### src/hdl/tlsg_pkg.sv
// Shared types, widths and helpers for the tetrahedron shape-gradient block.
package tlsg_pkg;

	localparam int COORD_W       = 32;
	localparam int EDGE_W        = COORD_W + 1;
	localparam int COF_W         = 2 * EDGE_W + 1;
	localparam int PROD_W        = 100;
	localparam int DET_W         = 102;
	localparam int GRAD_W        = 32;
	localparam int DETQ_W        = 64;
	localparam int FRAC_BITS_DEF = 16;
	localparam int QUEUE_DEPTH   = 2;
	localparam int QPTR_W        = $clog2(QUEUE_DEPTH);

	localparam logic [1:0] IDX_LAST = 2'd2;
	localparam logic [1:0] ROW_LAST = 2'd3;

	typedef struct packed {
		logic [2:0][2:0][EDGE_W-1:0] e;
	} edges_t;

	typedef enum logic [2:0] {
		ST_IDLE,
		ST_COF_A,
		ST_COF_B,
		ST_DET,
		ST_CHK,
		ST_DIV,
		ST_SUM,
		ST_OUT
	} back_state_t;

	function automatic logic [1:0] mod3_inc(input logic [1:0] v);
		return (v == IDX_LAST) ? 2'd0 : v + 2'd1;
	endfunction

endpackage

### src/hdl/tlsg_fifo.sv
// Short queue of edge sets between front and back end.
module tlsg_fifo import tlsg_pkg::*; (
	input  logic   clk,
	input  logic   arst_n,
	input  edges_t wr_data,
	input  logic   wr_valid,
	output logic   wr_ready,
	output edges_t rd_data,
	output logic   rd_valid,
	input  logic   rd_ready
);

	edges_t            mem [QUEUE_DEPTH];
	logic [QPTR_W-1:0] wr_ptr_q, rd_ptr_q;
	logic [QPTR_W:0]   count_q;
	logic              push, pop;

	assign wr_ready = count_q != (QPTR_W+1)'(QUEUE_DEPTH);
	assign rd_valid = count_q != '0;
	assign push     = wr_valid && wr_ready;
	assign pop      = rd_valid && rd_ready;
	assign rd_data  = mem[rd_ptr_q];

	always_ff @(posedge clk or negedge arst_n) begin
		if (!arst_n) begin
			wr_ptr_q <= '0;
			rd_ptr_q <= '0;
			count_q  <= '0;
		end else begin
			if (push) begin
				wr_ptr_q <= wr_ptr_q + QPTR_W'(1);
			end
			if (pop) begin
				rd_ptr_q <= rd_ptr_q + QPTR_W'(1);
			end
			if (push && !pop) begin
				count_q <= count_q + (QPTR_W+1)'(1);
			end else if (pop && !push) begin
				count_q <= count_q - (QPTR_W+1)'(1);
			end
		end
	end

	always_ff @(posedge clk) begin
		if (push) begin
			mem[wr_ptr_q] <= wr_data;
		end
	end

endmodule

### config.mk
export PLATFORM = sky130hd
export DESIGN_NAME = tlsg_fifo
export DESIGN_NICKNAME = d
export VERILOG_FILES = /design/src/hdl/tlsg_pkg.sv /design/src/hdl/tlsg_fifo.sv
export SDC_FILE = /design/constraint.sdc
export NUM_CORES = 1
export LEC_CHECK = 0
export ABC_AREA = 1
export BUFFER_PORTS_ARGS = -buffer_cell sky130_fd_sc_hd__buf_2
export CORE_ASPECT_RATIO = 0.75
export CORE_UTILIZATION = 30
export DETAILED_ROUTE_END_ITERATION = 16
export GPL_ROUTABILITY_DRIVEN = 0
export GPL_TIMING_DRIVEN = 0
export HOLD_SLACK_MARGIN = 0.05
export PLACE_DENSITY = 0.49
export SYNTH_ARGS = -nofsm -noshare
export SYNTH_HDL_FRONTEND = slang
export SYNTH_SLANG_ARGS = --single-unit
### constraint.sdc
create_clock -name clk -period 17.9 [get_ports clk]
set_clock_uncertainty 0.05 [all_clocks]
set_input_delay 2.685 -clock clk [delete_from_list [all_inputs] [get_ports clk]]
set_output_delay 2.685 -clock clk [all_outputs]
set_load 0.01 [all_outputs]
Word level (Yosys, flattened, before mapping)
Memory sizes are Yosys's and may differ from the RTL's.
Index checks and enable logic that the tools add are counted.
{"block": "classes", "add_sub_neg": 4, "mux": 4, "n_reduce_logical": 8, "eq_ne": 1}
{"operator": "1-bit logical AND", "count": 4}
{"operator": "2-bit 2-to-1 mux", "count": 2}
{"operator": "2-bit nonzero test", "count": 2}
{"operator": "1-bit adder (second input constant)", "count": 2}
{"operator": "2-bit by 1-bit adder with 2-bit output (second input constant)", "count": 1}
{"operator": "1-bit logical NOT", "count": 2}
{"operator": "1-bit 2-to-1 mux", "count": 2}
{"operator": "2-bit != test (second input constant)", "count": 1}
{"operator": "2-bit by 1-bit subtractor with 2-bit output (second input constant)", "count": 1}
{"block": "totals", "output_inout_bits": 299, "word_cells": 21, "memories": 1, "mem_bits_rw": 594, "ff_bits": 4, "input_bits": 301}
{"name": "mem", "depth": 2, "word_bits": 297, "read_ports": 1, "rd_ports_with_merged_regs": 0, "write_ports": 1, "line_no": "tlsg_fifo.sv:13", "text": "edges_t mem [QUEUE_DEPTH];"}

Logic depth before layout (Yosys ltp)
{"block": "depth", "depth_word": 6, "depth_mapped": 10, "depth_no_buf": 10}

Worst setup path after synthesis
Ideal clock, no wire load.
{"block": "synth_path", "kind": "input port to flip-flop", "startpoint": "in wr_valid", "endpoint": "mem mem[0][0] (netlist bit), enable pin", "path_slack_ns": 1.798, "arrival_time_ns": 15.091, "t_required_ns": 16.889, "setup_time_ns": 0.961, "path_buffers": 0, "path_stages": 2, "path_cell_list": "nand2_1 > nor2_1"}
{"block": "synth_via", "elab_chain_len": 3}
{"element": "start: declaration", "line_no": "tlsg_fifo.sv:6", "text": "input logic wr_valid,"}
{"element": "1-bit logical AND", "line_no": "tlsg_fifo.sv:20", "text": "assign push = wr_valid && wr_ready;"}
{"element": "1-bit 2-to-1 mux", "line_no": "tlsg_fifo.sv:45", "text": "if (push) begin"}
{"element": "1-bit 2-to-1 mux (implied by the code)", "line_no": "tlsg_fifo.sv:46", "text": "mem[wr_ptr_q] <= wr_data;"}
{"element": "end: declaration", "line_no": "tlsg_fifo.sv:13"}
No other way between the ends.

==> impl_metrics.json <==
{
  "slew_viol_final": 0,
  "hold_start": "count_q[0]$_DFFE_PN0P_",
  "r2r_start": "count_q[0]$_DFFE_PN0P_",
  "synthCells": 1579,
  "grt_pass1_vias": 13689,
  "cts_tree": "done",
  "cp.required_ps": 15160,
  "end_kind": "output pin",
  "synth.distinct_cells": 14,
  "crit_chain": "inv_2 > buf_2 > buf_2 > nand2_1 > nand2_1 > buf_2",
  "cts-resized-gates": 0,
  "crit_buf_inv": 4,
  "start_kind": "flip-flop",
  "fp.dieH_um": 235,
  "finalCritPeriodShare_pct": 29.3,
  "placedCellCount": 3159,
  "tns_ps": 0,
  "grt_setup_unrepaired": "no",
  "synth_compound_area_share_pct": 0,
  "synth_area_leaders": "edfxtp_1 82%, nand2_1 16%, buf_2 1.1%, dfrtp_1 0.46%, clkbuf_1 0.21%",
  "syn_area_um2": 21700,
  "yosys.area_share.simple_pct": 15.7,
  "cts_max_level": 2,
  "ir_drop_uv": 98.8,
  "final_cell_mix": "901 x nand2_1, 648 x buf_2, 594 x edfxtp_1",
  "firstDrtPassIters": 4,
  "cts_setup_buffers": 0,
  "dp_hpwl_um": 41500,
  "slew_headroom_pct": 50.2,
  "min_to": "count_q[0]$_DFFE_PN0P_",
  "holdPathStages": 1,
  "yosysSeqAreaShare_pct": 82.6,
  "ys_warn_count": 0,
  "p_per_area_nw_per_um2": 172,
  "drc": 0,
  "pre_cts_ws_ps": 12740,
  "path_class": "flip-flop to output pin",
  "n_fill_cell": 6910,
  "final_nets": 2565,
  "cts-hold-fix-buffers": 0,
  "regArea_um2": 17900,
  "fin_crit_ps": 5250,
  "syn_nets": 1881,
  "die_w_um": 313,
  "drt_wl_total_um": 57200,
  "drv_cap": 0,
  "synth_top_cell_by_area": "edfxtp_1",
  "syn_to_final_growth_pct": 31.3,
  "hold_viol_final": 0,
  "finalSetupViolCount": 0,
  "wire_per_inst_um": 17.5,
  "synth_top_area_share_pct": 82.1,
  "cp_slowest_stage_delay_ps": 400,
  "whs_ps": 457,
  "synth_xor_area_share_pct": 0.0806,
  "synth_top_family_by_area": "simple AND/OR/NAND/NOR gates",
  "clock-root-buffer": "clkbuf_16",
  "fin_util_pct": 39.8,
  "cts_sinks": 598,
  "reg2reg_depth": 10,
  "fmaxAchievable_mhz": 190,
  "port_buffers": 599,
  "vias_per_cell": 4.19,
  "yosys_register_bits": 598,
  "syn_avg_cell_area_um2": 13.8,
  "final_common_cell": "nand2_1",
  "synthMuxAreaShare_pct": 0,
  "dieArea_um2": 73500,
  "path_max_fanout": 10,
  "worst_slack_ps": 12650,
  "row_count": 85,
  "p_leak_nw": 12.1,
  "r2r_slack_ps": 14980,
  "synthAdderAreaFrac_pct": 0.0576,
  "status": "finished, final reports clean",
  "tightest_slew_ps": 748,
  "grt_pass1_wl_um": 84500,
  "cts_buffers": 59,
  "crit_family": "buffers and inverters",
  "crit_slowest_cell": "buf_2",
  "cpMostUsedCell": "buf_2",
  "hold_class": "flip-flop to flip-flop",
  "clk_path_buf_depth": 3,
  "grt_max_degree": 31,
  "coreArea_um2": 71700,
  "antenna_found_initial": 21,
  "fin_cells": 3277,
  "r2r-end": "mem[1][169]$_DFFE_PP_",
  "overflow": 0,
  "multi_input_area_um2": 3450,
  "worstSkewPairLatency_ps": 620,
  "drt_iter0_drc": 799,
  "clkSlewWorstSetupHoldPaths_ps": 60,
  "worstPathArrival_ps": 2520,
  "drtAntennaViolNets": 0,
  "grt_usage_pct": 15.2,
  "initial_core_util_pct": 30.3,
  "num_vias": 13744,
  "layout-drive-gt1-share_pct": 33.5,
  "io-pin-count": 600
}
[cell usage after synthesis, drive strengths merged]
cell	n
nand2	901
nand4	1
nand3	2
clkbuf	12
inv	7
ha	1
xor2	1
dfrtp	4
nor2	2
edfxtp	594
buf	53
xnor2	1
[sequential cells by signal, indices dropped and copies added, names as in the netlist]
name and count:
count_q 2, wr_ptr_q 1, rd_ptr_q 1, mem 594
[worst max-delay path by stage]
| stage | start | end | slack (ps) | cells past startpoint |
|---|---|---|---|---|
| final | rd_ptr_q$_DFFE_PN0P_ | rd_data[123] | 12650 | 6 |
| after global routing | rd_ptr_q$_DFFE_PN0P_ | rd_data[123] | 12370 | 6 |
| after floorplan | wr_valid | mem[0][0]$_DFFE_PP_ | 1800 | 2 |
| after CTS | rd_ptr_q$_DFFE_PN0P_ | rd_data[123] | 12430 | 6 |
| after global placement | wr_valid | mem[1][222]$_DFFE_PP_ | -6440 | 3 |
| after detailed placement | wr_valid | mem[1][219]$_DFFE_PP_ | 12740 | 9 |
[logic make-up (layout without fill, tap and decap cells)]
logic type	count (synthesis)	after routing
xor+xnor	2	2
fa+ha+maj	1	1
buf+inv	72	806
flops	598	598
other cells	0	7
simple gates	906	906
[layout make-up]
cell class | instances | area share [%]
clock inverter | 46 | 1.86
tap | 957 | 4.20
buffer | 65 | 1.12
sequential | 598 | 62.9
timing repair buffer | 623 | 12.4
multi-input combinational | 909 | 12.1
inverter | 7 | 0.0921
clock buffer | 65 | 5.33
antenna | 7 | 0.0614
[per-stage QoR]
step	power (W)	area, µm²
global route	0.00519	28500
CTS	0.00499	28500
finish	0.00490	28500
detailed placement	0.00367	26500
global placement	0.00387	25900
floorplan	0.00299	21700
[where the power goes]
group	internal [W]	switching, W	total, W
registers	0.00191	0.0000638	0.00197
logic	0.000534	0.00109	0.00163
clock network	0.000772	0.000529	0.00130
[metal layers]
layer  GRT usage [%]  wire length (µm)  up-vias
met1            18.4             22900     6511
met4            4.05               898       24
met2            25.4             28200      390
met3            5.82              5070       82
li1                -                 -     6737
met5               0               138        -
No activity file was read; power rests on OpenSTA's default activity.
