File: src/hdl/tlsg_pkg.sv
// Shared types, widths and helpers for the tetrahedron shape-gradient block.
package tlsg_pkg;

	localparam int COORD_W       = 32;
	localparam int EDGE_W        = COORD_W + 1;
	localparam int COF_W         = 2 * EDGE_W + 1;
	localparam int PROD_W        = 100;
	localparam int DET_W         = 102;
	localparam int GRAD_W        = 32;
	localparam int DETQ_W        = 64;
	localparam int FRAC_BITS_DEF = 16;
	localparam int QUEUE_DEPTH   = 2;
	localparam int QPTR_W        = $clog2(QUEUE_DEPTH);

	localparam logic [1:0] IDX_LAST = 2'd2;
	localparam logic [1:0] ROW_LAST = 2'd3;

	typedef struct packed {
		logic [2:0][2:0][EDGE_W-1:0] e;
	} edges_t;

	typedef enum logic [2:0] {
		ST_IDLE,
		ST_COF_A,
		ST_COF_B,
		ST_DET,
		ST_CHK,
		ST_DIV,
		ST_SUM,
		ST_OUT
	} back_state_t;

	function automatic logic [1:0] mod3_inc(input logic [1:0] v);
		return (v == IDX_LAST) ? 2'd0 : v + 2'd1;
	endfunction

endpackage

File: src/hdl/tlsg_in_if.sv
// Input channel: four vertex coordinates per transaction.
interface tlsg_in_if import tlsg_pkg::*; ();
	logic                      valid;
	logic                      ready;
	logic signed [COORD_W-1:0] v0_x, v0_y, v0_z;
	logic signed [COORD_W-1:0] v1_x, v1_y, v1_z;
	logic signed [COORD_W-1:0] v2_x, v2_y, v2_z;
	logic signed [COORD_W-1:0] v3_x, v3_y, v3_z;

	modport source(output valid, v0_x, v0_y, v0_z, v1_x, v1_y, v1_z,
		v2_x, v2_y, v2_z, v3_x, v3_y, v3_z, input ready);
	modport sink(input valid, v0_x, v0_y, v0_z, v1_x, v1_y, v1_z,
		v2_x, v2_y, v2_z, v3_x, v3_y, v3_z, output ready);
endinterface

File: src/hdl/tlsg_front.sv
// Front end: accepts vertices and registers the edge vectors from vertex 0 to each other vertex.
module tlsg_front import tlsg_pkg::*; (
	input  logic   clk,
	input  logic   arst_n,
	tlsg_in_if.sink in_ch,
	output edges_t edges,
	output logic   edges_valid,
	input  logic   edges_ready
);

	edges_t edges_d;
	edges_t edges_s1;
	logic   valid_s1;
	logic   accept;

	function automatic logic [EDGE_W-1:0] diff(input logic [COORD_W-1:0] a,
		input logic [COORD_W-1:0] b);
		return {a[COORD_W-1], a} - {b[COORD_W-1], b};
	endfunction

	always_comb begin
		edges_d.e[0][0] = diff(in_ch.v1_x, in_ch.v0_x);
		edges_d.e[0][1] = diff(in_ch.v1_y, in_ch.v0_y);
		edges_d.e[0][2] = diff(in_ch.v1_z, in_ch.v0_z);
		edges_d.e[1][0] = diff(in_ch.v2_x, in_ch.v0_x);
		edges_d.e[1][1] = diff(in_ch.v2_y, in_ch.v0_y);
		edges_d.e[1][2] = diff(in_ch.v2_z, in_ch.v0_z);
		edges_d.e[2][0] = diff(in_ch.v3_x, in_ch.v0_x);
		edges_d.e[2][1] = diff(in_ch.v3_y, in_ch.v0_y);
		edges_d.e[2][2] = diff(in_ch.v3_z, in_ch.v0_z);
	end

	assign in_ch.ready = !valid_s1 || edges_ready;
	assign accept      = in_ch.valid && in_ch.ready;

	always_ff @(posedge clk or negedge arst_n) begin
		if (!arst_n) begin
			valid_s1 <= 1'b0;
		end else if (accept) begin
			valid_s1 <= 1'b1;
		end else if (edges_ready) begin
			valid_s1 <= 1'b0;
		end
	end

	always_ff @(posedge clk) begin
		if (accept) begin
			edges_s1 <= edges_d;
		end
	end

	assign edges       = edges_s1;
	assign edges_valid = valid_s1;

endmodule

File: src/flat_wrapper.sv
// flat-port wrapper written by rule: the top's interface ports become plain ports
module tlsg_front_flat import tlsg_pkg::*;
  (clk, arst_n, edges, edges_valid, edges_ready, in_ch_valid, in_ch_v0_x, in_ch_v0_y, in_ch_v0_z, in_ch_v1_x, in_ch_v1_y, in_ch_v1_z, in_ch_v2_x, in_ch_v2_y, in_ch_v2_z, in_ch_v3_x, in_ch_v3_y, in_ch_v3_z, in_ch_ready);
  tlsg_in_if in_ch_i ();
  input  logic clk;
  input  logic arst_n;
  output edges_t edges;
  output logic edges_valid;
  input  logic edges_ready;
  input wire logic [$bits(in_ch_i.valid)-1:0] in_ch_valid;
  input wire logic [$bits(in_ch_i.v0_x)-1:0] in_ch_v0_x;
  input wire logic [$bits(in_ch_i.v0_y)-1:0] in_ch_v0_y;
  input wire logic [$bits(in_ch_i.v0_z)-1:0] in_ch_v0_z;
  input wire logic [$bits(in_ch_i.v1_x)-1:0] in_ch_v1_x;
  input wire logic [$bits(in_ch_i.v1_y)-1:0] in_ch_v1_y;
  input wire logic [$bits(in_ch_i.v1_z)-1:0] in_ch_v1_z;
  input wire logic [$bits(in_ch_i.v2_x)-1:0] in_ch_v2_x;
  input wire logic [$bits(in_ch_i.v2_y)-1:0] in_ch_v2_y;
  input wire logic [$bits(in_ch_i.v2_z)-1:0] in_ch_v2_z;
  input wire logic [$bits(in_ch_i.v3_x)-1:0] in_ch_v3_x;
  input wire logic [$bits(in_ch_i.v3_y)-1:0] in_ch_v3_y;
  input wire logic [$bits(in_ch_i.v3_z)-1:0] in_ch_v3_z;
  output wire logic [$bits(in_ch_i.ready)-1:0] in_ch_ready;
  assign in_ch_i.valid = in_ch_valid;
  assign in_ch_i.v0_x = in_ch_v0_x;
  assign in_ch_i.v0_y = in_ch_v0_y;
  assign in_ch_i.v0_z = in_ch_v0_z;
  assign in_ch_i.v1_x = in_ch_v1_x;
  assign in_ch_i.v1_y = in_ch_v1_y;
  assign in_ch_i.v1_z = in_ch_v1_z;
  assign in_ch_i.v2_x = in_ch_v2_x;
  assign in_ch_i.v2_y = in_ch_v2_y;
  assign in_ch_i.v2_z = in_ch_v2_z;
  assign in_ch_i.v3_x = in_ch_v3_x;
  assign in_ch_i.v3_y = in_ch_v3_y;
  assign in_ch_i.v3_z = in_ch_v3_z;
  assign in_ch_ready = in_ch_i.ready;
  tlsg_front u_core (.clk(clk), .arst_n(arst_n), .in_ch(in_ch_i), .edges(edges), .edges_valid(edges_valid), .edges_ready(edges_ready));
endmodule
File: config.mk
export PLATFORM = sky130hd
export DESIGN_NAME = tlsg_front_flat
export DESIGN_NICKNAME = d
export VERILOG_FILES = /design/src/hdl/tlsg_pkg.sv /design/src/hdl/tlsg_in_if.sv /design/src/hdl/tlsg_front.sv /design/src/flat_wrapper.sv
export SDC_FILE = /design/constraint.sdc
export NUM_CORES = 1
export LEC_CHECK = 0
export BUFFER_PORTS_ARGS = -buffer_cell sky130_fd_sc_hd__buf_2
export CAP_MARGIN = 0
export CORE_AREA = 4 4 266 268
export CTS_CLUSTER_DIAMETER = 120
export DETAILED_ROUTE_END_ITERATION = 6
export DIE_AREA = 0 0 270 272
export HOLD_SLACK_MARGIN = 0.02
export SLEW_MARGIN = 20
export SYNTH_ARGS = -nofsm -noshare
export SYNTH_HDL_FRONTEND = slang
export SYNTH_SLANG_ARGS = --single-unit
File: constraint.sdc
create_clock -name clk -period 9 [get_ports clk]
set_input_delay 1.8 -clock clk [delete_from_list [all_inputs] [get_ports clk]]
set_output_delay 1.8 -clock clk [all_outputs]
set_load 0.03 [all_outputs]
# After elaboration in Yosys (flattened, before gate mapping)
# Index checks and enable logic that the tools add are counted.
[word_totals] latch_bits=0 regBits=298 memories=0 wordCells=25 out_inout_bits=299 mem_bits_rw=0 in_bits=388 rom_bits=0
[op_classes] n_mul=0 addsub=9 bitwise_logic=0 shifts=0 n_div=0 n_mux=2 magnitude_cmp=0 n_eq_ne=0 n_reduce_logical=4
[op_table] op="subtractor 32 x 32 -> 33 bit" n=9
[op_table] op="two-way mux 1 bit" n=2
[op_table] op="nonzero test 2 bit" n=1
[op_table] op="logical AND 1 bit" n=1
[op_table] op="zero test 1 bit" n=1
[op_table] op="logical OR 1 bit" n=1

# Depth between registers and ports, before layout
[logic_depth] word_depth=4 depth_mapped=14 ltp_nobuf=14

# Least setup slack after synthesis
# No wires, ideal clock.
[synth_path] path_kind="input port to flip-flop" startpoint="input edges_ready" endpoint="register u_core.edges_s1, in the netlist u_core.edges[0], enable pin" setup_time_ns=0.695 t_required_ns=8.305 t_arrival_ns=8.904 cell_stages=2 slack_ns=-0.599 path_cell_list="nand2b_1 > and2_1"
[synth_via] elab_chain_cells=2
[synth_lines] element="from (decl)" line="flat_wrapper.sv:9" source="input logic edges_ready;"
[synth_lines] element="logical OR 1 bit" line="tlsg_front.sv:33" source="assign in_ch.ready = !valid_s1 || edges_ready;"
[synth_lines] element="logical AND 1 bit" line="tlsg_front.sv:34" source="assign accept = in_ch.valid && in_ch.ready;"
[synth_lines] element="named net u_core.accept" line="tlsg_front.sv:14" source="logic accept;"
[synth_lines] element="to (signal assigned)" line="tlsg_front.sv:48" source="edges_s1 <= edges_d;"
[synth_lines] element="to (decl)" line="tlsg_front.sv:12" source="edges_t edges_s1;"
# The timed path passes the listed nets, and every way through them passes these cells.
# A chain may end at the register's enable or synchronous reset.

==> metrics <==
Port Buf Inserts 686; Crit Path Category in -> reg; final antenna-violating net count 0; total global routing track utilization 0.212; site row count 96; via count 20.2k; Die X 270 um; fin. max-slew vios 0; cts hold-fix bufs 0; asr flop ratio synth 0.00336; total CTS buffers 41; post-DP HPWL 68,500 um; most frequent cells in the layout buf_2 (686), edfxtp_1 (297), ha_1 (288), a21oi_1 (225), inv_1 (187); Tot Pwr 5150 uW; Layout Skew 0.0148 ns; dpl ws 3.51 ns; Post-synth EDFFs 297; Worst Path Required 9.29 ns; clock tree from TritonCTS done; Routed WL 82,000 um; largest net degree at the start of global routing 68; Final Cell Area 0.0286 mm2; clock tree buffer depth 3; maximum vdd drop 124 uV; Fillers 6,814; Setup Buffers After CTS 0; Synth cell types 76; initial antenna violation count 40; multiplexer area fraction after synthesis 0.000882; adder-cell share of the synthesized area 0.167; maxcap violations 0; flops & latches, synth 298; Worst-Margin Slew 0.924 ns; Vias/cell 5.13; metal3 WL 7520 um; combinational family with the most area after synthesis compound AO/OA/AOI/OAI gates; max layer used met5; Final setup viols 0; Main synth FF type edfxtp_1; layout cell share with drive strength beyond 1 0.260; vias in the first global route 20.1k; met1 wire length 31,400 um; Reg clk slew, reported paths 0.06 ns; RSZ-0062 raised after global routing no; register area share after synthesis 0.394; Die Y 272 um; Synth Area in Compound Gates 0.193; CTS sink count 298; clock root cell clkbuf_16; worst path arrival time 5.22 ns; WL/cell 20.9 um; Clk Latency, worst-skew pair 0.55 ns; DIE AREA 0.0734 mm2; Relative slew margins 0.384; Post-CTS Resized 0; Tmin final 4.93 ns; Leak 0.0132 uW; final worst setup slack 4.07 ns; Synth Area in Simple Gates 0.119; routability cong. 0.963; number of hold violations in the final report 0; commonest non-fill, non-tap cell in the layout buf_2; CP Launch Type input port; Top-Level Pins 687; status complete, no violations; core area 0.0683 mm2; Syn Std Cell Area 0.0227 mm2; first-pass GRT wire length 119,000 um; FMAX 0.203 GHz; starting density of the core 0.332; total negative slack 0 ns; CP Capture Type flop; syn avg cell area 9.96 um2; final net count 3,681; Synthesis Warnings 0; Area Growth Syn to Fin 25.9%; H-tree levels 2; Pre-antenna DRT Iters 5; xor and xnor area share after synthesis 0.0926; drt first-iter violations 1,116; DP Area 0.0272 mm2; post-synthesis cell count 2,277; largest driver fanout on the critical path 4; Power Density 180 mW/mm2; Worst Hold Class reg -> reg; met2 wire len 39,700 um; syn_nets 2,962; period utilization 0.548; DRC 0; total global routing overflow 0
Yosys cell counts, drive strengths merged (4+ instances only):
| cell type | n | area share |
|---|---|---|
| xor2 | 74 | 0.029 |
| o21a | 34 | 0.011 |
| and2 | 11 | 0.0030 |
| inv | 187 | 0.031 |
| o2111ai | 5 | 0.0022 |
| or4 | 5 | 0.0017 |
| ha | 288 | 0.16 |
| a21o | 121 | 0.040 |
| nand4 | 27 | 0.0074 |
| a31oi | 23 | 0.0066 |
| nand2b | 33 | 0.0091 |
| or3 | 11 | 0.0030 |
| clkbuf | 15 | 0.0025 |
| edfxtp | 297 | 0.39 |
| a211o | 4 | 0.0015 |
| fa | 9 | 0.0079 |
| a21boi | 12 | 0.0040 |
| xnor2 | 166 | 0.064 |
| o31ai | 10 | 0.0035 |
| o21ai | 125 | 0.028 |
| o41ai | 4 | 0.0019 |
| and4 | 4 | 0.0015 |
| nor2 | 137 | 0.023 |
| a2111oi | 4 | 0.0018 |
| a41oi | 6 | 0.0026 |
| a211oi | 14 | 0.0051 |
| nand3 | 61 | 0.014 |
| nand2 | 147 | 0.024 |
| nand3b | 5 | 0.0017 |
| a31o | 7 | 0.0027 |
| or2 | 7 | 0.0019 |
| o211ai | 7 | 0.0023 |
| o21bai | 28 | 0.0093 |
| a21oi | 229 | 0.051 |
| o22ai | 5 | 0.0014 |
| o31a | 7 | 0.0027 |
| nor2b | 43 | 0.012 |
| nor3 | 45 | 0.0099 |
| a311oi | 7 | 0.0040 |
| o311ai | 5 | 0.0019 |
| and3 | 13 | 0.0036 |
| nor4 | 7 | 0.0022 |
worst max-delay path, cell delays in order:
cell	delay [ns]
buf_2	0.12
ha_1	0.20
fa_1	0.42
nor2b_1	0.13
o21ai_0	0.08
nand2b_1	0.14
nor3b_1	0.38
nor3_1	0.17
o31ai_1	0.77
a211oi_1	0.25
o21ai_1	0.25
a21o_1	0.20
a41oi_1	0.15
xnor2_1	0.15
layout make-up:
cell class              instances  area (um2)  share of cell area
clock buffers                  45        1080              0.0379
inverters                     187         702              0.0246
well taps                     882        1100              0.0386
repair buffers                692        3480               0.122
clock inverters                31         228             0.00797
flip-flops and latches        298        8940               0.313
multi-input cells            1776       13000               0.454
diodes                         21        52.6             0.00184
per-layer routing:
layer	track usage	vias up
met4	0.0856	26
met3	0.0721	162
met2	0.373	713
met1	0.236	9361
met5	0	-
li1	-	9904
power breakdown:
| group | switching [uW] | internal, uW | total [uW] |
|---|---|---|---|
| clock network | 661 | 951 | 1610 |
| registers | 54.0 | 1770 | 1820 |
| logic | 1100 | 619 | 1710 |
state kept, by name, indices dropped and copies added, names as in the netlist:
name                cells
u_core.edges_valid      1
u_core.edges          297
logic make-up after synthesis:
logic type	after synthesis
muxes	2
buffers and inverters	203
DFF	298
and+or+nand+nor	560
xor gates and xnor gates	240
adders and majority gates	297
AOI/OAI and AO/OA	677
stage by stage:
step | util | std cells | hold WS, ns
CTS | 0.417 | 3911 | 0.541
finish | 0.418 | 3932 | 0.527
global placement | 0.398 | 3835 | 0.517
floorplan | - | 2277 | 0.925
global route | 0.418 | 3924 | 0.593
detailed placement | 0.398 | 3835 | 0.527
path summary, 6_finish.rpt:
kind,from,endpoint,slack (ns),cells after the start
hold / removal,u_core.edges_valid,u_core.edges_valid,0.53,2
max in group asynchronous,arst_n,u_core.edges_valid,7.91,1
setup reg to reg,u_core.edges_valid,u_core.edges[169],6.17,4
setup / recovery,in_ch_v0_y[0],u_core.edges[162],4.07,14
hold reg to reg,u_core.edges_valid,u_core.edges_valid,0.53,2
min in group asynchronous,arst_n,u_core.edges_valid,1.01,1
Note: power is estimated with default switching activity, not from simulation.
